[config.mk]
export PLATFORM = sky130hd
export DESIGN_NAME = dsr_ctrl
export DESIGN_NICKNAME = d
export VERILOG_FILES = /design/src/dsr_pkg.sv /design/src/dsr_ctrl.sv
export SDC_FILE = /design/constraint.sdc
export NUM_CORES = 1
export LEC_CHECK = 0
export ABC_AREA = 1
export BUFFER_PORTS_ARGS = -buffer_cell sky130_fd_sc_hd__buf_2
export CORE_UTILIZATION = 40
export CTS_CLUSTER_DIAMETER = 200
export DETAILED_ROUTE_END_ITERATION = 10
export HOLD_SLACK_MARGIN = 0.15
export PLACE_DENSITY = 0.66
export SLEW_MARGIN = 20
export SYNTH_ARGS = -nofsm -noshare
export SYNTH_HDL_FRONTEND = slang
export SYNTH_SLANG_ARGS = --single-unit
[constraint.sdc]
create_clock -name clk -period 2.4 [get_ports clk]
set_input_delay 0 -clock clk [delete_from_list [all_inputs] [get_ports clk]]
set_output_delay 0 -clock clk [all_outputs]
set_load 0.02 [all_outputs]
[src/dsr_pkg.sv]
// dsr_pkg: shared constants, codes and controller/datapath types
// for the stepwise shortest-path block; no dependencies
package dsr_pkg;

	localparam int NODES           = 64;
	localparam int NODE_W          = 6;
	localparam int CNT_W           = 7;
	localparam int DIST_W          = 22;
	localparam int WEIGHT_W        = 16;
	localparam int STATUS_W        = 2;
	localparam int REQ_W           = 3;
	localparam int CFG_IDX_W       = 1;
	localparam int CFG_W           = 7;
	localparam int DEF_MAX_DEGREE  = 8;

	localparam logic [REQ_W-1:0] REQ_ADD   = 3'd0;
	localparam logic [REQ_W-1:0] REQ_BEGIN = 3'd1;
	localparam logic [REQ_W-1:0] REQ_STEP  = 3'd2;
	localparam logic [REQ_W-1:0] REQ_READ  = 3'd3;
	localparam logic [REQ_W-1:0] REQ_CLEAR = 3'd4;

	localparam logic [STATUS_W-1:0] ST_OK    = 2'd0;
	localparam logic [STATUS_W-1:0] ST_FIN   = 2'd1;
	localparam logic [STATUS_W-1:0] ST_FULL  = 2'd2;
	localparam logic [STATUS_W-1:0] ST_RANGE = 2'd3;

	localparam logic [CFG_IDX_W-1:0] CFG_START = 1'd0;
	localparam logic [CFG_IDX_W-1:0] CFG_COUNT = 1'd1;

	typedef enum logic [1:0] {
		DSEL_IDX,
		DSEL_DST,
		DSEL_SCAN
	} dist_sel_t;

	typedef enum logic [2:0] {
		RES_OK,
		RES_FIN,
		RES_FULL,
		RES_RANGE,
		RES_BEGIN,
		RES_RELAX,
		RES_READ
	} res_kind_t;

	typedef struct packed {
		logic      cap_in;
		logic      add_edge;
		logic      srch_begin;
		logic      clear_deg;
		logic      take_edge;
		logic      relax;
		logic      scan_start;
		logic      scan_en;
		logic      settle;
		logic      finish;
		dist_sel_t dist_sel;
		logic      res_load;
		res_kind_t res_kind;
	} cmd_t;

	typedef struct packed {
		logic [REQ_W-1:0] req_code;
		logic             add_bad;
		logic             deg_full;
		logic             start_bad;
		logic             done;
		logic             edge_avail;
		logic             dst_bad;
		logic             improve;
		logic             idx_bad;
		logic             scan_last;
		logic             found;
		logic             out_busy;
	} stat_t;

endpackage

[src/dsr_ctrl.sv]
// dsr_ctrl: request sequencer for the shortest-path block
// depends on dsr_pkg; drives dsr_datapath through cmd_t / stat_t
module dsr_ctrl (
	input  logic           clk,
	input  logic           arst_n,
	input  logic           in_valid,
	output logic           in_ready,
	input  dsr_pkg::stat_t stat,
	output dsr_pkg::cmd_t  cmd
);
	typedef enum logic [9:0] {
		S_IDLE      = 10'b0000000001,
		S_DECODE    = 10'b0000000010,
		S_ADD_WR    = 10'b0000000100,
		S_READ_W    = 10'b0000001000,
		S_STEP_DEG  = 10'b0000010000,
		S_STEP_LOOP = 10'b0000100000,
		S_EDGE_B    = 10'b0001000000,
		S_EDGE_C    = 10'b0010000000,
		S_SCAN      = 10'b0100000000,
		S_SCAN_END  = 10'b1000000000
	} state_t;

	state_t state_q, state_d;

	always_comb begin
		state_d  = state_q;
		in_ready = 1'b0;
		cmd      = '0;
		cmd.dist_sel = dsr_pkg::DSEL_IDX;
		cmd.res_kind = dsr_pkg::RES_OK;
		case (state_q)
			S_IDLE: begin
				in_ready = 1'b1;
				if (in_valid) begin
					cmd.cap_in = 1'b1;
					state_d    = S_DECODE;
				end
			end
			S_DECODE: begin
				if (!stat.out_busy) begin
					state_d = S_IDLE;
					case (stat.req_code)
						dsr_pkg::REQ_ADD: begin
							if (stat.add_bad) begin
								cmd.res_load = 1'b1;
								cmd.res_kind = dsr_pkg::RES_RANGE;
							end else begin
								state_d = S_ADD_WR;
							end
						end
						dsr_pkg::REQ_BEGIN: begin
							cmd.res_load = 1'b1;
							if (stat.start_bad) begin
								cmd.res_kind = dsr_pkg::RES_RANGE;
							end else begin
								cmd.srch_begin = 1'b1;
								cmd.res_kind   = dsr_pkg::RES_BEGIN;
							end
						end
						dsr_pkg::REQ_STEP: begin
							if (stat.done) begin
								cmd.res_load = 1'b1;
								cmd.res_kind = dsr_pkg::RES_FIN;
							end else begin
								state_d = S_STEP_DEG;
							end
						end
						dsr_pkg::REQ_READ: begin
							if (stat.idx_bad) begin
								cmd.res_load = 1'b1;
								cmd.res_kind = dsr_pkg::RES_RANGE;
							end else begin
								state_d = S_READ_W;
							end
						end
						dsr_pkg::REQ_CLEAR: begin
							cmd.clear_deg = 1'b1;
							cmd.res_load  = 1'b1;
							cmd.res_kind  = dsr_pkg::RES_OK;
						end
						default: begin
							cmd.res_load = 1'b1;
							cmd.res_kind = dsr_pkg::RES_RANGE;
						end
					endcase
				end
			end
			S_ADD_WR: begin
				cmd.res_load = 1'b1;
				if (stat.deg_full) begin
					cmd.res_kind = dsr_pkg::RES_FULL;
				end else begin
					cmd.add_edge = 1'b1;
					cmd.res_kind = dsr_pkg::RES_OK;
				end
				state_d = S_IDLE;
			end
			S_READ_W: begin
				cmd.res_load = 1'b1;
				cmd.res_kind = dsr_pkg::RES_READ;
				state_d      = S_IDLE;
			end
			S_STEP_DEG: begin
				state_d = S_STEP_LOOP;
			end
			S_STEP_LOOP: begin
				if (stat.edge_avail) begin
					cmd.take_edge = 1'b1;
					state_d       = S_EDGE_B;
				end else begin
					cmd.scan_start = 1'b1;
					state_d        = S_SCAN;
				end
			end
			S_EDGE_B: begin
				cmd.dist_sel = dsr_pkg::DSEL_DST;
				state_d      = stat.dst_bad ? S_STEP_DEG : S_EDGE_C;
			end
			S_EDGE_C: begin
				cmd.dist_sel = dsr_pkg::DSEL_DST;
				if (stat.improve) begin
					cmd.relax    = 1'b1;
					cmd.res_load = 1'b1;
					cmd.res_kind = dsr_pkg::RES_RELAX;
					state_d      = S_IDLE;
				end else begin
					state_d = S_STEP_DEG;
				end
			end
			S_SCAN: begin
				cmd.scan_en  = 1'b1;
				cmd.dist_sel = dsr_pkg::DSEL_SCAN;
				if (stat.scan_last) begin
					state_d = S_SCAN_END;
				end
			end
			S_SCAN_END: begin
				if (stat.found) begin
					cmd.settle = 1'b1;
					state_d    = S_STEP_DEG;
				end else begin
					cmd.finish   = 1'b1;
					cmd.res_load = 1'b1;
					cmd.res_kind = dsr_pkg::RES_FIN;
					state_d      = S_IDLE;
				end
			end
			default: state_d = S_IDLE;
		endcase
	end

	always_ff @(posedge clk or negedge arst_n) begin
		if (!arst_n) begin
			state_q <= S_IDLE;
		end else begin
			state_q <= state_d;
		end
	end
endmodule

Word level (Yosys, flattened, before mapping)
Cells that the tools add are included.
W data, S select, Z words.
{ "classes": {"order_cmp": 0, "muxes": 43, "n_reduce_logical": 3, "n_bitwise": 0, "add_sub_neg": 0, "n_shift": 0, "mul": 0, "n_div": 0, "eq_ne": 17} }
{ "op_table": {"columns": ["operator", "count"], "rows": [
  ["$pmux W10 S8", 1],
  ["$pmux W4 S5", 2],
  ["$mux W10", 3],
  ["$pmux W10 S3", 1],
  ["$mux W4", 7],
  ["$mux W1", 17],
  ["$mux W5", 3],
  ["$eq A10 B1 Y1 const B", 1],
  ["$eq A10 B10 Y1 const B", 1],
  ["$eq A10 B2 Y1 const B", 1],
  ["$eq A10 B3 Y1 const B", 1],
  ["$eq A10 B4 Y1 const B", 1],
  ["$eq A10 B5 Y1 const B", 1],
  ["$eq A10 B6 Y1 const B", 1],
  ["$eq A10 B7 Y1 const B", 1],
  ["$eq A10 B8 Y1 const B", 1],
  ["$eq A10 B9 Y1 const B", 1],
  ["$mux W9", 1],
  ["$mux W2", 4],
  ["$mux W8", 1],
  ["$eq A3 B2 Y1 const B", 2],
  ["$mux W3", 2],
  ["$ne A2 B2 Y1 const B", 3],
  ["$pmux W2 S2", 1],
  ["other kinds (5)", 5]
]} }
{ "totals": {"out_inout_bits": 17, "rom_bits": 0, "ff_bits": 10, "mem_count": 0, "in_bits": 17, "latchBits": 0, "ram_bits": 0} }

Logic depth before layout (Yosys ltp)
Gate-level depths: netlist (run 1).
{ "logic_depth": {"depth_word": 4, "mapped_depth": 10} }

Worst setup path after synthesis (run 1)
No wires, ideal clock.
{ "synth_timing": {"path_kind": "flip-flop to flip-flop", "from": "register state_q[9]", "to": "register state_q[4]", "slack_ps": 921, "stages_incl_launch_ff": 9, "t_arrival_ps": 1363, "setup_ps": 116, "required_time_ps": 2284, "cell_sequence": "dfrtp_1 nor2_4 nand2_4 nor3_2 nand2_1 nand2_1 nor2_2 nand2_2 nor2_2"} }
{ "synth_via": {"elab_chain_len": 3, "elab_cells_between_ends": 13, "cone_classes": "eq/ne (11); mux (1); reduce/logical (1)"} }
{ "synth_rtl": {"columns": ["element", "line", "source"], "rows": [
  ["start: declaration", "dsr_ctrl.sv:24", "state_t state_q, state_d;"],
  ["start signal: assignment", "dsr_ctrl.sv:157", "state_q <= state_d;"],
  ["$eq A10 B9 Y1 (tied with other cells)", "dsr_ctrl.sv:32", "case (state_q)"],
  ["$ne A2 B2 Y1 (no line)", null, null],
  ["$reduce_and A3 Y1 (no line)", null, null]
]} }
Parallel ways exist; a longest one is shown, timed or not.
A chain may end at the register's enable or synchronous reset.

==> summary.md, run 1 <==
| Metric | Value |
|---|---|
| Antenna violation net count after detailed routing | 0 |
| Nature of the critical path endpoint | output port |
| ANT cells | 0 |
| Most numerous cell in the Yosys netlist | inv_1 |
| Final Cycle Share | 0.729 |
| Slew margin rel. | 0.714 |
| Input/output buffers | 33 |
| CP dominant cell by count | nand2_1 |
| Kind of start point of the critical path | flip-flop |
| Setup Viol. Count Final | 0 |
| Inserted Clock Buffers | 3 |
| Worst Setup Path Type | flip-flop to output port |
| Clock slew seen by the registers of the worst setup and hold paths | 70 ps |
| Simple-gate share of the synthesized area | 0.549 |
| Number of clock sinks | 10 |
| Pwr Density | 570 mW/mm2 |
| Max FO, Critical Path | 5 |
| Cell area after technology mapping | 996 um2 |
| Parity-gate share of the synthesized area counting xor and xnor cells | 0 |
| Mapped Cells | 165 |
| Crit. path cell count | 8 |
| Via count of the routed design | 1174 |
| Crit path required time | 2400 ps |
| Area Overhead vs Synth | 34.8% |
| Number of design rule violations left after detail routing | 0 |
| Worst Path Arrival | 1750 ps |
| Cells resized by post-CTS repair | 0 |
| Post-CTS setup buffers | 0 |
| Yosys reg bits | 10 |
| Weighted congestion reported at the end of routability-driven placement | 0.878 |
| # IOs | 34 |
| Share of the synthesized area in the top cell type | 0.226 |
| Number of flip-flops in the largest register | 10 |
| Setup repair after global routing missed its margin | no |
| Maximum resistive drop on vdd | 472 uV |
| Kind of path behind the tightest hold check | input port to flip-flop |
| Clock period minus final worst setup slack | 1750 ps |
| Transition time of the tightest slew-check pin | approximately 430 ps |
| Pins over their slew limit | 0 |
| All-layer global routing usage | 0.241 |
| Setup slack of the critical path after layout | 651 ps |
| Number of violations reported at the end of detailed-routing iteration 0 | 31 |
| Top reg by flops | state_q |
| Number of H-tree levels | 1 |
| Clock Path Buffers | 2 |
| Leading post-synthesis cells by cell area | dfrtp_1 (23%), inv_1 (13%), nand2_1 (12%) |
| Via density per instance | roughly 4.9 |
| Compound-cell area share of the yosys netlist | 0.0590 |
| Maximum capacitance violations | 0 |
| Root Driver | clkbuf_4 |
| Yosys top cell by area | dfrtp_1 |
| Adder-cell area share of the yosys netlist | 0 |
| Placement Rows | 17 |
| Total Nets Final | approximately 230 |
| Tightest hold margin | 193 ps |
| Critical path buffer and inverter count | 2 |
| TritonCTS clock tree | built |
| Die extent in x | 51.9 um |
| Total Wirelength | 2750 um |
| Final total negative setup slack | 0 ps |
| Hold-fix buffers at CTS | 12 |
| Fraction of synthesis flops using an asynchronous set or reset pin | 1.00 |
| Effective utilization at floorplan | 0.438 |
| Cell family contributing the most delay on the critical path | simple AND/OR/NAND/NOR gates |
| Number of distinct standard cells referenced by the synthesized netlist | 24 |
| Via count of the first global-routing pass | 1063 |
| Crit-path cells | nor2_4 > nand2_2 > nor3_2 > nand2_1 > nand2_1 > inv_1 > o211ai_1 > buf_2 |
| Largest incremental delay on the critical path | 440 ps |
| Layout Skew | 6.41 ps |
| Cell count of the worst hold path | 6 |
| Core footprint | 0.00228 mm2 |
| Fraction of final layout cells sized beyond drive strength 1 | 0.280 |
| Top Registers | state_q: 10 flops |
| Multi-input combinational cell area | 606 um2 |
| Post-placement worst setup slack | 914 ps |
| Die Footprint | 0.00269 mm2 |
| Final Hold Viols | 0 |
| Dominant synthesized flop cell | dfrtp_1 |
| Initial antenna violation count | 0 |
| Post-synth EDFFs | 0 |
| Achievable Freq | between 500 and 600 MHz |
| HPWL after DPL | 2250 um |
| Sequential cell area in the final layout | 251 um2 |
| Worst-Skew Late Latency | 260 ps |
| Combinational family with the most area after synthesis | simple AND/OR/NAND/NOR gates |
| Pre-Repair DR Iteration Count | 4 |
| Pin count of the biggest net entering global routing | 10 |
| Global-route congestion overflow total | 0 |
| Synth warn | 0 |
| Global-route wire length before repair | 4840 um |
| Status | completed |
| Static leakage power | between 0.0008 and 0.0009 uW |
| Worst Reg2Reg Path Length in Cells | 8 |
| Sequential area share after synthesis | 0.253 |
| Wirelength per Cell | 11.4 um |
| Post-Syn Nets | 182 |
| Mean cell area of the mapped netlist | 6.04 um2 |
| Count of filler cells inserted in the layout | 211 |
| Critical-path top delay cell | dfrtp_1 |
| Multiplexer share of the synthesized area | 0 |
| Die extent in y | slightly above 50 um |
| Commonest cells in the synthesized netlist | inv_1 (35), nand2_1 (31), nor2_1 (31) |
==> placed cells by master (no fill, tap or decap), types with 5 or more instances in the layout <==
| master | instances |
|---|---|
| nand2_2 | 6 |
| nor3_1 | 7 |
| nand2_1 | 31 |
| nor2_2 | 5 |
| nand4_1 | 5 |
| inv_1 | 35 |
| dlygate4sd3_1 | 12 |
| dfrtp_1 | 9 |
| nand3_1 | 10 |
| buf_2 | 33 |
| nor2_1 | 31 |
==> metrics by stage <==
stage | cell area, um2 | total power (uW) | utilization | std cells
after floorplan | 996 | 527 | - | 165
after global placement | 1200 | 618 | 0.526 | 226
after detailed placement | 1200 | 625 | 0.526 | 226
after CTS | 1340 | 763 | 0.590 | 242
after global routing | 1340 | 829 | 0.590 | 242
final | 1340 | 766 | 0.590 | 242
==> worst reg2reg max path: stages, from the launching register on <==
cell,delay [ps]
dfrtp_1,420
nor2_4,220
nand2_4,90
nor3_2,270
nand2_1,130
nand2_1,120
nor2_2,50
nand2_2,80
nor2_1,40
==> where the power goes <==
part,internal (uW),switching (uW)
Combinational,152,280
Sequential,193,15.6
Clock,64.2,60.2
==> kinds of logic after synthesis <==
| group | count (synthesis) |
|---|---|
| AND/OR/NAND/NOR | 108 |
| flip-flops | 10 |
| buffers and inverters | 37 |
| AO/OA/AOI/OAI | 10 |
==> layout make-up <==
cell class | instances | share of cell area
Tap cell | 28 | 0.0261
Sequential cell | 10 | 0.187
Inverter | 37 | 0.103
Clock buffer | 4 | 0.0196
Timing Repair Buffer | 45 | 0.212
Multi-Input combinational cell | 118 | 0.451
==> routing by layer <==
layer / track usage / routed length, um / share of wire / vias up
met1: 0.352 / 1300 / 0.47 / 526
met3: 0.0205 / 164 / 0.060 / 4
met4: 0.0360 / 17 / 0.0062 / 0
met5: 0 / 0 / 0 / -
li1: - / - / - / 606
met2: 0.387 / 1270 / 0.46 / 38
==> final timing paths <==
check | start | to | slack [ps]
max | state_q[3] | cmd[0] | 650
min reg2reg | state_q[7] | state_q[7] | 660
max in group asynchronous | arst_n | state_q[1] | 1330
max reg2reg | state_q[9] | state_q[2] | 870
min in group asynchronous | arst_n | state_q[0] | 220
min | stat[7] | state_q[4] | 190
Note: power is estimated with default switching activity, not from simulation.
==> inputs of run 2 (changes only) <==
--- a/config.mk
+++ b/config.mk
@@ -5,13 +5,13 @@
 export SDC_FILE = /design/constraint.sdc
 export NUM_CORES = 1
 export LEC_CHECK = 0
-export ABC_AREA = 1
+export ABC_AREA = 0
 export BUFFER_PORTS_ARGS = -buffer_cell sky130_fd_sc_hd__buf_2
 export CORE_UTILIZATION = 40
 export CTS_CLUSTER_DIAMETER = 200
 export DETAILED_ROUTE_END_ITERATION = 10
 export HOLD_SLACK_MARGIN = 0.15
-export PLACE_DENSITY = 0.66
+export PLACE_DENSITY = 0.69
 export SLEW_MARGIN = 20
 export SYNTH_ARGS = -nofsm -noshare
 export SYNTH_HDL_FRONTEND = slang
==> constraint.sdc (replaced) <==
create_clock -name clk -period 1.6 [get_ports clk]
set_input_delay 0 -clock clk [delete_from_list [all_inputs] [get_ports clk]]
set_output_delay 0 -clock clk [all_outputs]
set_load 0.02 [all_outputs]
==> run 2 against run 1 <==
Against the previous run:
- register-to-register slack lost 1200 ps
- via count increased by 25%
- clock power grew 110%
- clock skew is 4.9 ps higher
- the flow now finishes with violations (negative setup slack)
- power up 150%
- combinational power rose to 3.0 times the previous value
- largest power group unchanged
- hold slack better by 17 ps
- non-clock buffer count increased by 51
==> summary.md, run 2 <==
| Metric | Value |
|---|---|
| Fraction of final layout cells sized beyond drive strength 1 | 0.678 |
| Maximum resistive drop on vdd | 988 uV |
| Clock Path Buffers | 2 |
| Final total negative setup slack | -7670 ps |
| Fraction of synthesis flops using an asynchronous set or reset pin | 1.00 |
| Top Registers | state_q: 10 flops |
| Reg power frac | 0.182 |
| Area Overhead vs Synth | 112% |
| Commonest cells in the synthesized netlist | nor2_1 (14), dfrtp_1 (9), inv_1 (6) |
| Effective utilization at floorplan | 0.427 |
| Number of flip-flops in the largest register | 10 |
| Crit path required time | 1600 ps |
| Placed standard-cell area | 0.00135 mm2 |
| Final Cycle Share | 1.28 |
| Number of design rule violations left after detail routing | 0 |
| Status | finished, violations left |
| Proportion of power drawn by the clock network | 0.139 |
| Setup repair after global routing missed its margin | yes |
| Worst Path Arrival | 2040 ps |
| Total Nets Final | 223 |
| Kind of path behind the tightest hold check | input port to async pin |
| Pins over their slew limit | 0 |
| Count of filler cells inserted in the layout | 84 |
| Clock slew seen by the registers of the worst setup and hold paths | 100 ps |
| Inserted Clock Buffers | 3 |
| Sequential area share after synthesis | 0.263 |
| Input/output buffers | 33 |
| Combinational fraction of design power | 0.679 |
| Yosys reg bits | 10 |
| Via count of the routed design | around 1500 |
| HPWL after DPL | 2200 um |
| Global-route wire length before repair | 6720 um |
| # IOs | 34 |
| Via density per instance | 6.31 |
| All-layer global routing usage | 0.371 |
| Share of the synthesized area in the top cell type | 0.236 |
| Total Wirelength | slightly above 5000 um |
| Initial antenna violation count | 0 |
| Kind of start point of the critical path | flip-flop |
| Yosys top cell by area | dfrtp_1 |
| ANT cells | 0 |
| Number of clock sinks | 10 |
| Leading post-synthesis cells by cell area | dfrtp_1 (24%), nor2_1 (5.5%), nor4_2 (5.2%) |
| Number of H-tree levels | 1 |
| Transition time of the tightest slew-check pin | 502 ps |
| Power after layout | 1890 uW |
| Die Footprint | 0.00259 mm2 |
| Static leakage power | between 0.0009 and 0.001 uW |
| Largest incremental delay on the critical path | 460 ps |
| Setup Viol. Count Final | 25 |
| Via count of the first global-routing pass | 1377 |
| Clock period minus final worst setup slack | 2040 ps |
| Pwr Density | 935 mW/mm2 |
| Number of distinct standard cells referenced by the synthesized netlist | between 50 and 60 |
| TritonCTS clock tree | built |
| Crit-path cells | nor4_4 > buf_4 > nand2_4 > buf_6 > nor4_4 > and2_4 > buf_6 |
| Placement Rows | 17 |
| Cell family contributing the most delay on the critical path | simple AND/OR/NAND/NOR gates |
| Max FO, Critical Path | 5 |
| Mean cell area of the mapped netlist | 8.68 um2 |
| Wirelength per Cell | 22.0 um |
| Worst Setup Path Type | flip-flop to output port |
| Mapped Cells | 110 |
| Slew margin rel. | 0.664 |
| Weighted congestion reported at the end of routability-driven placement | 0.815 |
| Post-Syn Nets | 127 |
| Tightest hold margin | 209 ps |
| Most numerous cell in the Yosys netlist | nor2_1 |
| Nature of the critical path endpoint | output port |
| Final Hold Viols | 0 |
| Switching part of the total power | 0.416 |
| Root Driver | clkbuf_4 |
| Layout Skew | about 11 ps |
| Pin count of the biggest net entering global routing | 10 |
| Global-route congestion overflow total | 0 |
| Internal portion of total power | 1110 uW |
| Post-synth EDFFs | 0 |
| Top reg by flops | state_q |
| Cell area after technology mapping | approximately 950 um2 |
| Synth warn | 0 |
| Final design utilization | 0.907 |
| Most used cells in the layout excluding fill and tap cells | buf_4 (47), buf_6 (20), buf_2 (16) |
| Pre-Repair DR Iteration Count | 6 |
| Violated checks | negative setup slack |
| Antenna violation net count after detailed routing | 0 |
| Maximum capacitance violations | 0 |
| Die extent in y | around 50 um |
| Dominant synthesized flop cell | dfrtp_1 |
| Critical path buffer and inverter count | 3 |
| Critical-path top delay cell | dfrtp_2 |
| Achievable Freq | 489 MHz |
| Core footprint | 0.00223 mm2 |
| Number of violations reported at the end of detailed-routing iteration 0 | 110 |
| Most common cell after layout, fill and taps aside | buf_4 |
| Design area | 0.00203 mm2 |
| Setup slack of the critical path after layout | -444 ps |
| Switching power total | 789 uW |
| Worst-Skew Late Latency | ~290 ps |
| Die extent in x | 50.9 um |
==> run 2: cell count changes in the layout (fill, tap and decap cells not counted), moves of 6 or more <==
| cell | previous run | this run |
|---|---|---|
| nand2_1 | 31 | 3 |
| nor3_1 | 7 | 0 |
| buf_6 | 0 | 20 |
| buf_2 | 33 | 16 |
| nand3_1 | 10 | 2 |
| inv_1 | 35 | 6 |
| nand2_2 | 6 | 0 |
| nor2_1 | 31 | 9 |
| buf_4 | 0 | 47 |
==> run 2: path summary, 6_finish.rpt <==
path / slack (ps) / endpoint / from / cells past startpoint
hold / removal: 210 / state_q[0] / arst_n / 2
min in group clk: 220 / state_q[1] / stat[0] / 3
max in group asynchronous: 430 / state_q[7] / arst_n / 3
setup / recovery: -440 / cmd[15] / state_q[7] / 7
hold reg to reg: 780 / state_q[5] / state_q[5] / 3
setup reg to reg: -340 / state_q[2] / state_q[7] / 7
==> run 2: logic make-up (layout without fill, tap and decap cells) <==
family,after synthesis,count (layout),share of synthesized area
xor gates and xnor gates,2,2,0.0184
buffers and inverters,11,106,0.0721
AOI/OAI and AO/OA,22,22,0.181
DFF,10,10,0.263
and+or+nand+nor,65,65,0.465
==> run 2: through the flow <==
stage | setup slack [ps] | instances
finish | -444 | 233
global route | -492 | 233
CTS | -319 | 225
detailed placement | -180 | 190
global placement | -153 | 190
floorplan | -145 | 110
==> run 2: area by class of cell <==
cell class,count,area (um2),share of cell area
multi-input combinational,89,886,0.437
clock buffer,4,36.3,0.0179
sequential,10,258,0.127
tap,28,35.0,0.0173
inverter,6,22.5,0.0111
timing repair buffer,96,788,0.389
==> run 2: power groups by stage <==
stage	Sequential [uW]	Combinational (uW)	Clock [uW]
after floorplan	327	444	0
after global placement	331	719	0
after detailed placement	336	739	0
after CTS	335	1120	251
after global routing	343	1320	278
final	344	1290	264
==> run 2: layer usage <==
metal,part of all wire,vias up,GRT usage
met5,0,-,0
met4,0.069,0,0.162
met3,0.065,45,0.0685
met2,0.51,119,0.687
met1,0.36,693,0.409
li1,-,614,-
==> run 2: timing repair <==
action | CTS | global route
setup buffers | 20 | 10
hold buffers | 12 | 1
pin swaps | 17 | 10
endpoints found under the setup margin | 24 | 26
hold endpoints to repair | 18 | 1
gates resized for setup | 55 | 26
gates cloned | 0 | 0
